File: src/rtl/core/tgarle_pkg.sv
// ----------------------------------------------------------------------------
// TGA RLE decoder package
// Shared types and constants for the run-length pixel decoder.
// ----------------------------------------------------------------------------
package tgarle_pkg;

  localparam int unsigned CFG_IDX_W  = 2;
  localparam int unsigned CFG_DATA_W = 32;

  // Register indexes of the configuration channel.
  typedef enum logic [CFG_IDX_W-1:0] {
    CFG_BPP   = 2'd0,
    CFG_TOTAL = 2'd1
  } cfg_idx_e;

  localparam logic [2:0]  BPP_RESET   = 3'd3;
  localparam logic [2:0]  BPP_BGRA    = 3'd4;
  localparam logic [31:0] TOTAL_RESET = 32'd1;

  // Packet header: top bit set marks a run packet.
  localparam int unsigned PKT_RUN_BIT = 7;
  localparam logic [7:0]  RUN_BIAS    = 8'd127;

  typedef struct packed {
    logic [2:0]  bpp;
    logic [31:0] pixel_total;
  } cfg_t;

  typedef struct packed {
    logic [7:0] blue;
    logic [7:0] green;
    logic [7:0] red;
    logic [7:0] alpha;
    logic [7:0] repeat_res;
    logic       image_done;
    logic       clipped;
  } pix_res_t;

endpackage

File: src/rtl/core/tgarle_ifs.sv
// ----------------------------------------------------------------------------
// TGA RLE decoder channel interfaces
// Byte input channel, pixel result channel and configuration write channel.
// ----------------------------------------------------------------------------
interface tgarle_byte_if;
  logic       valid;
  logic       ready;
  logic [7:0] data_byte;

  modport source (output valid, output data_byte, input ready);
  modport sink   (input valid, input data_byte, output ready);
endinterface

interface tgarle_pix_if;
  logic       valid;
  logic       ready;
  logic [7:0] blue;
  logic [7:0] green;
  logic [7:0] red;
  logic [7:0] alpha;
  logic [7:0] repeat_res;
  logic       image_done;
  logic       clipped;

  modport source (output valid, output blue, output green, output red, output alpha,
                  output repeat_res, output image_done, output clipped, input ready);
  modport sink   (input valid, input blue, input green, input red, input alpha,
                  input repeat_res, input image_done, input clipped, output ready);
endinterface

interface tgarle_cfg_if;
  import tgarle_pkg::*;
  logic                  valid;
  logic                  ready;
  logic [CFG_IDX_W-1:0]  index;
  logic [CFG_DATA_W-1:0] data;

  modport source (output valid, output index, output data, input ready);
  modport sink   (input valid, input index, input data, output ready);
endinterface

File: src/rtl/core/tgarle_cfg.sv
// ----------------------------------------------------------------------------
// TGA RLE configuration registers
// Holds the pixel format and the image size written over the config channel.
// ----------------------------------------------------------------------------
module tgarle_cfg (
  input  logic               clk,
  input  logic               rst,
  tgarle_cfg_if.sink         cfg,
  output tgarle_pkg::cfg_t   regs
);
  import tgarle_pkg::*;

  logic [2:0]  bpp;
  logic [31:0] pixel_total;

  // Writes are always taken at once.
  assign cfg.ready = 1'b1;

  always_ff @(posedge clk) begin
    if (rst) begin
      bpp         <= BPP_RESET;
      pixel_total <= TOTAL_RESET;
    end else if (cfg.valid) begin
      case (cfg.index)
        CFG_BPP:   bpp         <= cfg.data[2:0];
        CFG_TOTAL: pixel_total <= cfg.data[31:0];
        default: ;
      endcase
    end
  end

  assign regs.bpp         = bpp;
  assign regs.pixel_total = pixel_total;

endmodule

File: src/rtl/core/tgarle_core.sv
// ----------------------------------------------------------------------------
// TGA RLE decode core
// Packet and pixel state machine; produces at most one result per byte.
// ----------------------------------------------------------------------------
module tgarle_core (
  input  logic                 clk,
  input  logic                 rst,
  input  tgarle_pkg::cfg_t     regs,
  input  logic                 fire,
  input  logic [7:0]           data_byte,
  output logic                 res_valid,
  output tgarle_pkg::pix_res_t res
);
  import tgarle_pkg::*;

  logic        expect_header, expect_header_next;
  logic        run_packet, run_packet_next;
  logic [7:0]  packet_left, packet_left_next;
  logic [1:0]  byte_in_pixel, byte_in_pixel_next;
  logic [23:0] color_hold, color_hold_next;
  logic [31:0] pixels_done, pixels_done_next;

  always_comb begin
    logic        four;
    logic [1:0]  last;
    logic [32:0] diff;
    logic        complete;
    logic [31:0] remaining;
    logic        rem_big;
    logic [7:0]  pl_eff;
    logic [7:0]  rep;
    logic        clip;
    logic [23:0] color_out;
    logic [7:0]  alpha;

    four      = (regs.bpp == BPP_BGRA);
    last      = four ? 2'd3 : 2'd2;
    diff      = {1'b0, regs.pixel_total} - {1'b0, pixels_done};
    complete  = diff[32] || (diff[31:0] == 32'd0);
    remaining = diff[31:0];
    rem_big   = |remaining[31:8];
    pl_eff    = (packet_left == 8'd0) ? 8'd1 : packet_left;

    expect_header_next = expect_header;
    run_packet_next    = run_packet;
    packet_left_next   = packet_left;
    byte_in_pixel_next = byte_in_pixel;
    color_hold_next    = color_hold;
    pixels_done_next   = pixels_done;
    res_valid          = 1'b0;

    // Completing-byte results, used only when a pixel finishes.
    color_out = color_hold;
    if (byte_in_pixel == 2'd2) begin
      color_out[23:16] = data_byte;
    end
    alpha = (byte_in_pixel != 2'd2 && four) ? data_byte : 8'd0;

    if (run_packet) begin
      if (!rem_big && (pl_eff > remaining[7:0])) begin
        rep  = remaining[7:0];
        clip = 1'b1;
      end else begin
        rep  = pl_eff;
        clip = 1'b0;
      end
    end else begin
      rep  = 8'd1;
      clip = (remaining == 32'd1) && (pl_eff > 8'd1);
    end

    if (fire && !complete) begin
      if (expect_header) begin
        run_packet_next    = data_byte[PKT_RUN_BIT];
        packet_left_next   = data_byte[PKT_RUN_BIT] ? (data_byte - RUN_BIAS)
                                                    : (data_byte + 8'd1);
        expect_header_next = 1'b0;
        byte_in_pixel_next = 2'd0;
      end else if (byte_in_pixel < last) begin
        case (byte_in_pixel)
          2'd0:    color_hold_next[7:0]   = data_byte;
          2'd1:    color_hold_next[15:8]  = data_byte;
          default: color_hold_next[23:16] = data_byte;
        endcase
        byte_in_pixel_next = byte_in_pixel + 2'd1;
      end else begin
        color_hold_next    = color_out;
        byte_in_pixel_next = 2'd0;
        pixels_done_next   = pixels_done + {24'd0, rep};
        res_valid          = 1'b1;
        if (run_packet) begin
          packet_left_next   = 8'd0;
          expect_header_next = 1'b1;
        end else begin
          packet_left_next   = pl_eff - 8'd1;
          expect_header_next = (pl_eff == 8'd1);
        end
      end
    end

    res.blue       = color_out[7:0];
    res.green      = color_out[15:8];
    res.red        = color_out[23:16];
    res.alpha      = alpha;
    res.repeat_res = rep;
    // The image ends exactly when this count uses up what was left.
    res.image_done = ({24'd0, rep} == remaining);
    res.clipped    = clip;
  end

  always_ff @(posedge clk) begin
    if (rst) begin
      expect_header <= 1'b1;
      run_packet    <= 1'b0;
      packet_left   <= 8'd0;
      byte_in_pixel <= 2'd0;
      color_hold    <= 24'd0;
      pixels_done   <= 32'd0;
    end else begin
      expect_header <= expect_header_next;
      run_packet    <= run_packet_next;
      packet_left   <= packet_left_next;
      byte_in_pixel <= byte_in_pixel_next;
      color_hold    <= color_hold_next;
      pixels_done   <= pixels_done_next;
    end
  end

endmodule

File: src/rtl/core/tgarle_outbuf.sv
// ----------------------------------------------------------------------------
// TGA RLE result buffer
// Output register plus one skid entry between the decode core and the sink.
// ----------------------------------------------------------------------------
module tgarle_outbuf (
  input  logic                 clk,
  input  logic                 rst,
  input  logic                 push,
  input  tgarle_pkg::pix_res_t res,
  output logic                 space,
  tgarle_pix_if.source         pixels
);
  import tgarle_pkg::*;

  logic     out_valid;
  pix_res_t out_data;
  logic     skid_valid;
  pix_res_t skid_data;
  logic     pop;

  assign pop   = out_valid && pixels.ready;
  // A push can only arrive while the skid entry is empty.
  assign space = !skid_valid;

  always_ff @(posedge clk) begin
    if (rst) begin
      out_valid  <= 1'b0;
      skid_valid <= 1'b0;
    end else if (pop) begin
      if (skid_valid) begin
        skid_valid <= 1'b0;
      end else begin
        out_valid <= push;
      end
    end else if (!out_valid) begin
      out_valid <= push;
    end else if (push) begin
      skid_valid <= 1'b1;
    end
  end

  always_ff @(posedge clk) begin
    if (pop && skid_valid) begin
      out_data <= skid_data;
    end else if (pop || !out_valid) begin
      out_data <= res;
    end
    if (!pop && out_valid && push) begin
      skid_data <= res;
    end
  end

  assign pixels.valid      = out_valid;
  assign pixels.blue       = out_data.blue;
  assign pixels.green      = out_data.green;
  assign pixels.red        = out_data.red;
  assign pixels.alpha      = out_data.alpha;
  assign pixels.repeat_res = out_data.repeat_res;
  assign pixels.image_done = out_data.image_done;
  assign pixels.clipped    = out_data.clipped;

endmodule

File: src/rtl/core/tga_rle_pixel_decoder_top.sv
// ----------------------------------------------------------------------------
// TGA RLE pixel decoder
// Decodes a run-length-encoded truecolor byte stream into pixel results.
// ----------------------------------------------------------------------------
// Usage:
//   The bytes channel takes the image-data stream, one byte per transaction,
//   starting with a packet header. The pixels channel delivers one transaction
//   per decoded pixel value: blue, green, red, alpha (zero for 3-byte pixels),
//   the number of consecutive pixels sharing it, a flag on the transaction
//   that completes the image, and a flag when a packet was cut at the image
//   end. Header bytes and the leading bytes of a pixel produce no transaction.
//   The cfg channel writes bytes_per_pixel (index 0) and pixel_total
//   (index 1); it is always ready and should only be used while idle.
//   One byte is accepted every cycle while the skid entry is free. A pixel
//   completed by a byte goes to the pixels channel through the single result
//   register after the decode logic, or the skid entry while the receiver stalls.
//   When the receiver stalls, the result register holds its transaction and a
//   one-entry skid buffer absorbs the next result; bytes keep flowing until
//   that skid entry is occupied, then bytes.ready drops until it drains.
//   Once the image is complete, further bytes are accepted and discarded.
//   Reset clears the decode state (awaiting a header, no pixels done), the
//   buffered results, and restores 3 bytes per pixel and a one-pixel image.
// ----------------------------------------------------------------------------
module tga_rle_pixel_decoder_top (
  input  logic         clk,
  input  logic         rst,
  tgarle_cfg_if.sink   cfg,
  tgarle_byte_if.sink  bytes,
  tgarle_pix_if.source pixels
);
  import tgarle_pkg::*;

  cfg_t     regs;
  logic     space;
  logic     fire;
  logic     res_valid;
  pix_res_t res;

  // Configuration registers.
  tgarle_cfg u_cfg (
    .clk  (clk),
    .rst  (rst),
    .cfg  (cfg),
    .regs (regs)
  );

  // A byte is taken whenever the result buffer can absorb a result.
  assign bytes.ready = space;
  assign fire        = bytes.valid && space;

  // Packet and pixel decode; all work for a byte is done in its cycle.
  tgarle_core u_core (
    .clk       (clk),
    .rst       (rst),
    .regs      (regs),
    .fire      (fire),
    .data_byte (bytes.data_byte),
    .res_valid (res_valid),
    .res       (res)
  );

  // Result register and skid entry facing the receiver.
  tgarle_outbuf u_outbuf (
    .clk    (clk),
    .rst    (rst),
    .push   (res_valid),
    .res    (res),
    .space  (space),
    .pixels (pixels)
  );

endmodule
File: src/flat_wrapper.sv
// flat-port wrapper written by rule: the top's interface ports become plain ports
module tga_rle_pixel_decoder_top_flat import tgarle_pkg::*;
  (clk, rst, cfg_valid, cfg_index, cfg_data, cfg_ready, bytes_valid, bytes_data_byte, bytes_ready, pixels_valid, pixels_blue, pixels_green, pixels_red, pixels_alpha, pixels_repeat_res, pixels_image_done, pixels_clipped, pixels_ready);
  tgarle_cfg_if cfg_i ();
  tgarle_byte_if bytes_i ();
  tgarle_pix_if pixels_i ();
  input  logic clk;
  input  logic rst;
  input wire logic [$bits(cfg_i.valid)-1:0] cfg_valid;
  input wire logic [$bits(cfg_i.index)-1:0] cfg_index;
  input wire logic [$bits(cfg_i.data)-1:0] cfg_data;
  output wire logic [$bits(cfg_i.ready)-1:0] cfg_ready;
  input wire logic [$bits(bytes_i.valid)-1:0] bytes_valid;
  input wire logic [$bits(bytes_i.data_byte)-1:0] bytes_data_byte;
  output wire logic [$bits(bytes_i.ready)-1:0] bytes_ready;
  output wire logic [$bits(pixels_i.valid)-1:0] pixels_valid;
  output wire logic [$bits(pixels_i.blue)-1:0] pixels_blue;
  output wire logic [$bits(pixels_i.green)-1:0] pixels_green;
  output wire logic [$bits(pixels_i.red)-1:0] pixels_red;
  output wire logic [$bits(pixels_i.alpha)-1:0] pixels_alpha;
  output wire logic [$bits(pixels_i.repeat_res)-1:0] pixels_repeat_res;
  output wire logic [$bits(pixels_i.image_done)-1:0] pixels_image_done;
  output wire logic [$bits(pixels_i.clipped)-1:0] pixels_clipped;
  input wire logic [$bits(pixels_i.ready)-1:0] pixels_ready;
  assign cfg_i.valid = cfg_valid;
  assign cfg_i.index = cfg_index;
  assign cfg_i.data = cfg_data;
  assign cfg_ready = cfg_i.ready;
  assign bytes_i.valid = bytes_valid;
  assign bytes_i.data_byte = bytes_data_byte;
  assign bytes_ready = bytes_i.ready;
  assign pixels_valid = pixels_i.valid;
  assign pixels_blue = pixels_i.blue;
  assign pixels_green = pixels_i.green;
  assign pixels_red = pixels_i.red;
  assign pixels_alpha = pixels_i.alpha;
  assign pixels_repeat_res = pixels_i.repeat_res;
  assign pixels_image_done = pixels_i.image_done;
  assign pixels_clipped = pixels_i.clipped;
  assign pixels_i.ready = pixels_ready;
  tga_rle_pixel_decoder_top u_core (.clk(clk), .rst(rst), .cfg(cfg_i), .bytes(bytes_i), .pixels(pixels_i));
endmodule
File: config.mk
export PLATFORM = sky130hd
export DESIGN_NAME = tga_rle_pixel_decoder_top_flat
export DESIGN_NICKNAME = d
export VERILOG_FILES = /design/src/rtl/core/tgarle_pkg.sv /design/src/rtl/core/tgarle_ifs.sv /design/src/rtl/core/tgarle_cfg.sv /design/src/rtl/core/tgarle_core.sv /design/src/rtl/core/tgarle_outbuf.sv /design/src/rtl/core/tga_rle_pixel_decoder_top.sv /design/src/flat_wrapper.sv
export SDC_FILE = /design/constraint.sdc
export NUM_CORES = 1
export LEC_CHECK = 0
export ABC_AREA = 1
export BUFFER_PORTS_ARGS = -buffer_cell sky130_fd_sc_hd__buf_2
export CAP_MARGIN = 20
export CORE_UTILIZATION = 45
export DETAILED_ROUTE_END_ITERATION = 7
export SYNTH_ARGS = -nofsm -noshare
export SYNTH_HDL_FRONTEND = slang
export SYNTH_SLANG_ARGS = --single-unit
File: constraint.sdc
create_clock -name clk -period 12.69 [get_ports clk]
set_input_delay 2.538 -clock clk [delete_from_list [all_inputs] [get_ports clk]]
set_output_delay 2.538 -clock clk [all_outputs]
set_load 0.02 [all_outputs]
Yosys cells after proc, flatten, opt, wreduce, memory -nomap -nowiden
Cells that the tools add are included.

storage, ports and cells
  register bits = 189
  input port bits = 47
  output and inout port bits = 45
  logic and storage cells = 110

operators by class
  add/sub/neg operators = 6
  $lt $le $gt $ge = 3
  eq/ne operators = 11
  multiplexer cells = 29
  bitwise operators = 2
  reductions and logical operators = 33

operator list
  cell                                                                             number
  8-bit 2-to-1 mux                                                                 12
  42-bit 2-to-1 mux                                                                2
  32-bit by 32-bit subtractor with 33-bit output                                   1
  32-bit by 8-bit adder with 32-bit output                                         1
  32-bit by 1-bit == test with 1-bit output, second input constant                 1
  8-bit by 32-bit == test with 1-bit output                                        1
  32-bit logical NOT                                                               1
  24-bit 2-to-1 mux                                                                1
  24-bit OR reduction                                                              1
  1-bit 2-to-1 mux                                                                 12
  2-bit AND reduction                                                              5
  1-bit logical AND                                                                9
  8-bit by 1-bit adder with 8-bit output, second input constant                    1
  8-bit by 1-bit == test with 1-bit output, second input constant                  1
  8-bit by 1-bit greater-than comparator with 1-bit output, second input constant  1
  8-bit greater-than comparator                                                    1
  8-bit logical NOT                                                                1
  2-bit != test, second input constant                                             4
  4-bit AND reduction                                                              2
  8-bit by 1-bit subtractor with 8-bit output, second input constant               1
  8-bit by 7-bit subtractor with 8-bit output, second input constant               1
  3-bit AND reduction                                                              2
  1-bit logical NOT                                                                5
  2-bit by 1-bit == test with 1-bit output, second input constant                  2
  other kinds (10)                                                                 15

Logic depth before layout (Yosys ltp)
Gate-level depths: netlist of run 1.

  word-level depth = 9
  gate-level depth with buffers = 35
  gate-level depth less buffers = 34

Modules after synthesis
Synthesis of run 1 repeated with hierarchy kept, for this count alone.

second synthesis, totals
  cell total of the unflattened synthesis = 1,840
  area, all modules = 12,493.2 um^2

modules (own cells, without submodules)
  module                     times used  cells an instance  area an instance (um^2)  seq. area each (um^2)
  tgarle_core                1           1,379              7,749.9                  1,361.3
  tgarle_outbuf              1           238                3,271.9                  2,562.5
  tgarle_cfg                 1           221                1,463.9                  700.7
  tga_rle_pixel_decoder_top  1           2                  7.5                      0.0

Least setup slack after synthesis of run 1
OpenSTA, ideal clock, no wires.

  kind = in2reg
  start point = input pixels_ready
  end point = register u_core.u_outbuf.skid_data[0] (netlist name) (enable)
  library setup time = 442 ps
  arrival time = 5,425 ps
  required time = 12,248 ps
  path slack = 6,823 ps
  stages = 3
  path buffers = 0
  cell sequence = inv_1 nand2_1 nor2_1

on the way
  cells in the longest elaborated chain, start to end = 4

ends and longest elaborated chain
  element                          line                 text
  start, declared                  flat_wrapper.sv:24   input wire logic [$bits(pixels_i.ready)-1:0] pixels_ready;
  1-bit logical AND                tgarle_outbuf.sv:21  assign pop = out_valid && pixels.ready;
  1-bit logical NOT                tgarle_outbuf.sv:48  if (!pop && out_valid && push) begin
  1-bit logical AND (2 in series)  tgarle_outbuf.sv:48
  end signal, assigned             tgarle_outbuf.sv:49  skid_data <= res;
  end, declared                    tgarle_outbuf.sv:18  pix_res_t skid_data;

Every way passes these cells.
A chain may end at the register's enable or synchronous reset.

==> qor.csv, run 1 <==
metric,value,unit
run_status,"complete, no violations",
initial_core_util,0.459,
drc_errors,0,
grt_pass1_vias,9954,
worst_pin_slew,808,ps
slowest_delay,450,ps
hp-class,flip-flop to flip-flop,
setup_viol_count_final,0,
avgRoutedWirePerCell,15.4,um
fin_cells,2052,
layout-drive-gt1-share,0.104,
finalWirelength,31.7,mm
synth_nets,1745,
cts_hold_buf,0,
grt_overflow,0,
io_buffers,90,
vdd_drop_max,0.102,mV
synthFlopType,dfxtp_1,
utilization,0.513,
synth-seq-area-share,0.399,
synth.distinct_cells,52,
end_kind,flip-flop,
cts_tree,built,
cp_max_fo,11,
first_iter_violations,657,
crit_path_frequent_cell,inv_1,
max_clock_freq,0.173,GHz
grt_pass1_wl,51.4,mm
period_needed,5780,ps
place_inst,2019,
diodes,0,
hold_slack,427,ps
setup_tns,0,ps
cts.sinks,189,
ys_seq_elements,189,
cts_max_path_buffers,2,
slew_headroom,0.457,
synthToLayoutAreaGrowth,11.8,%
grt_use_total,0.249,
synthArstFlopShare,0,
nets,1812,
antenna_found_initial,0,
ys.warnings.count,0,
cts_buffers,17,
drv_cap,0,
clkTransAtPathRegs,100,ps
synth.top_cells.by_area,"edfxtp_1, dfxtp_1, nand2_1",
skew,23.1,ps
yosysTopAreaCellShare,0.218,
die_w,162,um
dieArea,0.0264,mm^2
grt_max_degree,61,
dr.pass1.iters,5,
path_class,flip-flop to flip-flop,
cts_setup_buffers,0,
power_density,128,mW/mm^2
place_congestion,0.926,
root_buffer,clkbuf_16,
yosysTopAreaCell,edfxtp_1,
worstPathRequired,13050,ps
synth_area_per_cell,7.06,um^2
maxSlewViolCount,0,
netlist_instances,1642,
synth_area,0.0116,mm^2
io_pins,92,
vias,10521,
std_cell_rows,58,
cts-htree-levels,4,
synth-edff-count,84,
period_share,0.456,
rsz0062_at_grt,false,
place_hpwl,24.0,mm
finalHoldViolations,0,
slowest_stage,o21ai_0,
ant_nets,0,
coreArea,0.0253,mm^2
clk-insertion-delay-late,450,ps
worst_ep_arrival_time,6140,ps
die_h,162,um
power_leakage,6.24,nW
postCtsResizedCells,0,
viasPerCell,5.13,
start_kind,flip-flop,
power breakdown:
group | total (mW) | leakage [nW] | internal (mW) | switching (mW)
clock | 0.595 | 0.315 | 0.284 | 0.312
combinational | 0.388 | 4.16 | 0.128 | 0.260
sequential | 0.678 | 1.77 | 0.658 | 0.0201
path summary, 6_finish.rpt:
kind / from / end / slack (ps) / depth (start not counted)
setup / recovery: u_core.u_cfg.pixel_total[0] / u_core.u_core.pixels_done[16] / 6910 / 29
hold reg to reg: u_core.u_core.color_hold[9] / u_core.u_outbuf.skid_data[27] / 430 / 0
setup reg to reg: u_core.u_cfg.pixel_total[0] / u_core.u_core.pixels_done[16] / 6910 / 29
hold / removal: u_core.u_core.color_hold[9] / u_core.u_outbuf.skid_data[27] / 430 / 0
state kept, by name (all words and copies together), names as in the netlist:
signal / flops
u_core.u_cfg.bpp: 3
u_core.u_cfg.pixel_total: 32
u_core.u_core.byte_in_pixel: 2
u_core.u_core.color_hold: 24
u_core.u_core.expect_header: 1
u_core.u_core.packet_left: 8
u_core.u_core.pixels_done: 32
u_core.u_core.run_packet: 1
u_core.u_outbuf.pixels.alpha: 8
u_core.u_outbuf.pixels.blue: 8
u_core.u_outbuf.pixels.clipped: 1
u_core.u_outbuf.pixels.green: 8
u_core.u_outbuf.pixels.image_done: 1
u_core.u_outbuf.pixels.red: 8
u_core.u_outbuf.pixels.repeat_res: 8
u_core.u_outbuf.pixels.valid: 1
u_core.u_outbuf.skid_data: 42
u_core.u_outbuf.skid_valid: 1
logic make-up after synthesis:
family / Yosys count / synth area share
muxes: 1 / 0.000972
DFF: 189 / 0.399
AOI/OAI and AO/OA: 240 / 0.112
adders and majority gates: 56 / 0.0618
buffers and inverters: 306 / 0.104
xor gates and xnor gates: 38 / 0.0287
other: 1 / 0.000324
and+or+nand+nor: 811 / 0.293
synth_stat cells (4+ instances only):
master    number
nand2_1      489
inv_1        237
nor2_1       179
o21ai_0      106
dfxtp_1      105
edfxtp_1      84
a21oi_1       82
ha_1          54
nand3_1       52
clkbuf_1      32
nand4_1       27
xor2_1        27
nor3_1        22
inv_2         18
o21ai_1       14
xnor2_1       11
nor4_1         9
a211oi_1       8
a31oi_1        8
buf_4          8
nor2_2         7
a22oi_1        6
and2_1         4
nor3_2         4
layout make-up:
| class | instances | area [um^2] |
|---|---|---|
| multi-input combinational | 1147 | 5780 |
| clock inverter | 15 | 225 |
| sequential | 189 | 4620 |
| fill | 2552 | 12300 |
| clock buffer | 17 | 425 |
| timing repair buffer | 96 | 515 |
| inverter | 258 | 973 |
| tap | 330 | 413 |
stage by stage:
stage                     worst slack [ps]  total power [mW]  cell area, um^2
after detailed placement              7010              1.07            12300
after floorplan                       6820             0.976            11600
after global routing                  6280              1.76            13000
final                                 6910              1.66            13000
after global placement                7080              1.07            12300
after CTS                             6970              1.67            12900
layer usage:
metal	track usage	wire length, um	up-vias
li1	-	-	5393
met3	0.0326	1250	72
met4	0.124	1430	0
met2	0.428	15000	272
met1	0.307	14000	4784
met5	0	0	-
worst max-delay path, delay by kind of cell (launching register included):
family / cells / cell delay [ps]
xor+xnor: 1 / 270
flops: 1 / 310
buf+inv: 6 / 640
compound gates: 3 / 900
simple gates: 14 / 1940
fa+ha+maj: 5 / 1620
layout by cell type, fill, tap and decap left out, types with 3 or more instances in the layout:
master / netlist / final
a211oi_1: 8 / 8
inv_2: 18 / 18
nand3_2: 3 / 3
xnor2_1: 11 / 11
nand3b_1: 3 / 3
nand2_1: 489 / 488
clkbuf_16: 0 / 17
a22oi_1: 6 / 6
nand4_1: 27 / 27
inv_6: 0 / 4
edfxtp_1: 84 / 84
inv_12: 0 / 6
inv_16: 0 / 3
nor2_4: 2 / 4
o22ai_1: 3 / 3
inv_1: 237 / 236
nor4_1: 9 / 9
buf_2: 3 / 90
nor3_1: 22 / 21
nor3_2: 4 / 5
dfxtp_1: 105 / 105
ha_1: 54 / 54
nor2_1: 179 / 177
o21ai_1: 14 / 14
xor2_1: 27 / 27
buf_4: 8 / 5
nor2_2: 7 / 7
o211ai_1: 3 / 3
nand3_1: 52 / 52
o21ai_0: 106 / 106
a31oi_1: 8 / 8
and2_1: 4 / 4
a21oi_1: 82 / 82
nand2_2: 3 / 4
Note: power is estimated with default switching activity, not from simulation.
==> run 2, diff against run 1 <==
--- a/config.mk
+++ b/config.mk
@@ -5,11 +5,12 @@
 export SDC_FILE = /design/constraint.sdc
 export NUM_CORES = 1
 export LEC_CHECK = 0
-export ABC_AREA = 1
+export ABC_AREA = 0
 export BUFFER_PORTS_ARGS = -buffer_cell sky130_fd_sc_hd__buf_2
 export CAP_MARGIN = 20
 export CORE_UTILIZATION = 45
 export DETAILED_ROUTE_END_ITERATION = 7
+export PLACE_DENSITY = 0.65
 export SYNTH_ARGS = -nofsm -noshare
 export SYNTH_HDL_FRONTEND = slang
 export SYNTH_SLANG_ARGS = --single-unit
==> constraint.sdc (replaced) <==
create_clock -name clk -period 4.8 [get_ports clk]
set_input_delay 0.96 -clock clk [delete_from_list [all_inputs] [get_ports clk]]
set_output_delay 0.96 -clock clk [all_outputs]
set_load 0.02 [all_outputs]
==> run 2 against run 1 <==
Effect of this change: the run now ends with setup timing left; power rose to 2.6 times the previous value; die area fell by 5.5%; clock skew is 6.5 ps lower; routed wire length fell by 1.1%; critical path depth shrank 1; sequential share of layout area shrank 3.8 points; register-to-register slack worse by 7800 ps; cell count shrank 10%; synthesized cell count is 25% lower.
==> qor.csv, run 2 <==
metric,value,unit,change
crit_start,u_core.u_cfg.pixel_total[0],,
clk-insertion-delay-late,450,ps,about the same
place_congestion,0.924,,-0.16%
grt_pass1_vias,9664,,-2.9%
synth_top_cells_by_count,"nand2_1, dfxtp_1, a21oi_1, nor2_1, edfxtp_1",,
clkTransAtPathRegs,90,ps,about the same
reg_top3,"u_core.u_outbuf.skid_data: 42 flops, u_core.u_cfg.pixel_total: 32 flops, u_core.u_core.pixels_done: 32 flops",,
die_h,158,um,-2.8%
cts_max_path_buffers,2,,unchanged
power_density,294,mW/mm^2,+130%
skew,16.6,ps,-6.51 ps
crit_path_frequent_cell,buf_4,,
grt_overflow,0,,unchanged
place_inst,1784,,-12%
std_cell_rows,56,,-3.4%
combPwrFrac,0.229,,-0.005
end_kind,flip-flop,,
layout-drive-gt1-share,0.318,,+0.214
synth_area_per_cell,8.84,um^2,+25%
cts_buffers,17,,unchanged
first_iter_violations,772,,+18%
synthToLayoutAreaGrowth,32.7,%,
dpl-instance-area,0.0132,mm^2,+7.1%
yosysTopAreaCell,edfxtp_1,,
p_int,2.89,mW,+170%
grt_pass1_wl,49.3,mm,-4.1%
io_pins,92,,unchanged
hold_slack,460,ps,+32.2 ps
place_hpwl,22.2,mm,-7.6%
power_leakage,6.21,nW,-0.50%
rsz0062_at_grt,true,,
seq_area,0.00463,mm^2,about the same
worst_pin_slew,1000,ps,+195 ps
max_clock_freq,0.177,GHz,+2.3%
cp.depth,28,,-3.4%
cts_hold_buf,0,,unchanged
synth_most_common_cell,nand2_1,,
final_area,0.0145,mm^2,+12%
final_common_cell,buf_4,,
setup_viol_count_final,29,,+29
largest-register,u_core.u_outbuf.skid_data,,
slew_headroom,0.331,,-0.126
die_w,158,um,-2.8%
path_class,flip-flop to flip-flop,,
cp_max_fo,6,,-5
vias,10201,,-3.0%
io_buffers,90,,unchanged
regToRegEndpoint,u_core.u_core.pixels_done[28],,
vdd_drop_max,0.255,mV,+150%
fin_cells,1843,,-10%
synth-seq-area-share,0.423,,+0.0237
synth.distinct_cells,82,,+58%
dr.pass1.iters,7,,+2
p_sw_frac,0.321,,-0.0345
grt_max_degree,89,,+46%
critPathBufInv,6,,unchanged
crit_end,u_core.u_core.pixels_done[28],,
hp-class,flip-flop to flip-flop,,
ys_seq_elements,189,,unchanged
worstPathRequired,5130,ps,-7920 ps
multiInputGateArea,0.00620,mm^2,+7.2%
fillers,2093,,-18%
largest_reg_flops,42,,unchanged
p_seq_frac,0.404,,-0.004
root_buffer,clkbuf_16,,
initial_core_util,0.462,,+0.00297
cts.sinks,189,,unchanged
synthFlopType,dfxtp_1,,
power_frac_clock,0.367,,+0.009
slowest_delay,360,ps,-90 ps
coreArea,0.0237,mm^2,-6.2%
maxSlewViolCount,0,,unchanged
critPathTopFamily,compound AO/OA/AOI/OAI gates,,
grt_use_total,0.254,,+0.00477
period_share,1.18,,+0.723
avgRoutedWirePerCell,17.0,um,+10%
worst_ep_arrival_time,5990,ps,-150 ps
synth-edff-count,84,,unchanged
finalHoldViolations,0,,unchanged
dieArea,0.0249,mm^2,-5.5%
setup_tns,-19270,ps,-19270 ps
nets,1614,,-11%
rr_worst_depth,28,,-3.4%
fin_ws,-856,ps,-7760 ps
diodes,0,,unchanged
ys.warnings.count,0,,unchanged
ant_nets,0,,unchanged
utilization,0.613,,+0.0996
run_status,"finished, violations left",,
antenna_found_initial,0,,unchanged
synth_area,0.0109,mm^2,-5.6%
slowest_stage,a311o_1,,
switchingPower,1.37,mW,+130%
r2r_start,u_core.u_cfg.pixel_total[0],,
synth.top_cells.by_area,"edfxtp_1, dfxtp_1, nand2_1",,
synthArstFlopShare,0,,unchanged
viasPerCell,5.53,,+8.0%
drc_errors,0,,unchanged
cts_tree,built,,
period_needed,5660,ps,-128 ps
cts-htree-levels,4,,unchanged
final_cell_mix,"buf_4, nand2_1, dfxtp_1",,
drv_cap,0,,unchanged
netlist_instances,1237,,-25%
finalWirelength,31.3,mm,-1.1%
r2r_slack,-860,ps,-7760 ps
synth_nets,1340,,-23%
yosysTopAreaCellShare,0.231,,+0.0130
failed_checks,setup timing,,
start_kind,flip-flop,,
==> run 2: cell count changes after synthesis, sizes merged, moves of 20 or more <==
| cell | change |
|---|---|
| nand2 | -282 |
| nand3 | -20 |
| clkbuf | +29 |
| nor2 | -100 |
| xor2 | -20 |
| mux2i | +34 |
| o31ai | +21 |
| a21oi | +23 |
| inv | -192 |
| mux2 | +29 |
| o21ai | -67 |
==> run 2: kinds of logic after synthesis <==
family / Yosys count / synth area share
other: 1 / 0.000343
buffers and inverters: 143 / 0.0532
AO/OA/AOI/OAI: 285 / 0.170
flip-flops: 189 / 0.423
XOR/XNOR: 19 / 0.0152
adder cells (fa/ha/maj): 56 / 0.0654
multiplexers: 64 / 0.0627
AND/OR/NAND/NOR: 480 / 0.210
==> run 2: cell type report <==
cell class	count	area share
well taps	319	0.0275
clock buffers	17	0.0293
inverters	65	0.0168
flip-flops and latches	189	0.319
multi-input cells	905	0.427
repair buffers	333	0.165
clock inverters	15	0.0158
==> run 2: worst min path at each step <==
stage | endpoint | cells after the start | startpoint | slack [ps]
after floorplan | u_core.u_outbuf.skid_data[26] | 0 | u_core.u_core.color_hold[8] | 430
after global placement | u_core.u_outbuf.skid_data[34] | 0 | u_core.u_core.color_hold[0] | 440
after detailed placement | u_core.u_outbuf.skid_data[29] | 0 | u_core.u_core.color_hold[11] | 440
after CTS | u_core.u_outbuf.skid_data[40] | 0 | u_core.u_core.color_hold[6] | 460
after global routing | u_core.u_outbuf.skid_data[40] | 0 | u_core.u_core.color_hold[6] | 480
final | u_core.u_outbuf.skid_data[40] | 0 | u_core.u_core.color_hold[6] | 460
==> run 2: power groups by stage <==
stage               registers (mW)  logic [mW]  clock network, mW
finish                        1.72       0.977               1.56
global placement              1.76       0.856                  0
detailed placement            1.76       0.863                  0
floorplan                     1.76       0.530                  0
global route                  1.73        1.05               1.64
CTS                           1.72       0.907               1.58
==> run 2: worst register-to-register path, delay by kind of cell, from the launching register on <==
| kind | cells | cell delay, ps |
|---|---|---|
| flops | 1 | 330 |
| buf+inv | 6 | 820 |
| fa+ha+maj | 2 | 380 |
| compound gates | 10 | 2000 |
| mux | 2 | 640 |
| simple gates | 8 | 1370 |
==> run 2: per-layer routing <==
metal | GRT usage | part of all wire
met2 | 0.431 | 0.47
met4 | 0.0883 | 0.027
met3 | 0.0326 | 0.048
met5 | 0 | 0
met1 | 0.331 | 0.45
==> run 2: repair_timing <==
action                                  4_1_cts  5_1_grt
gates resized for setup                      50       54
endpoints found under the setup margin       28       30
setup buffers                                24        9
pin swaps                                    31       31
==> run 2: through the flow <==
step | setup slack [ps] | power (mW)
detailed placement | -901 | 2.62
CTS | -707 | 4.21
finish | -856 | 4.26
global placement | -830 | 2.61
floorplan | -666 | 2.29
global route | -1090 | 4.42
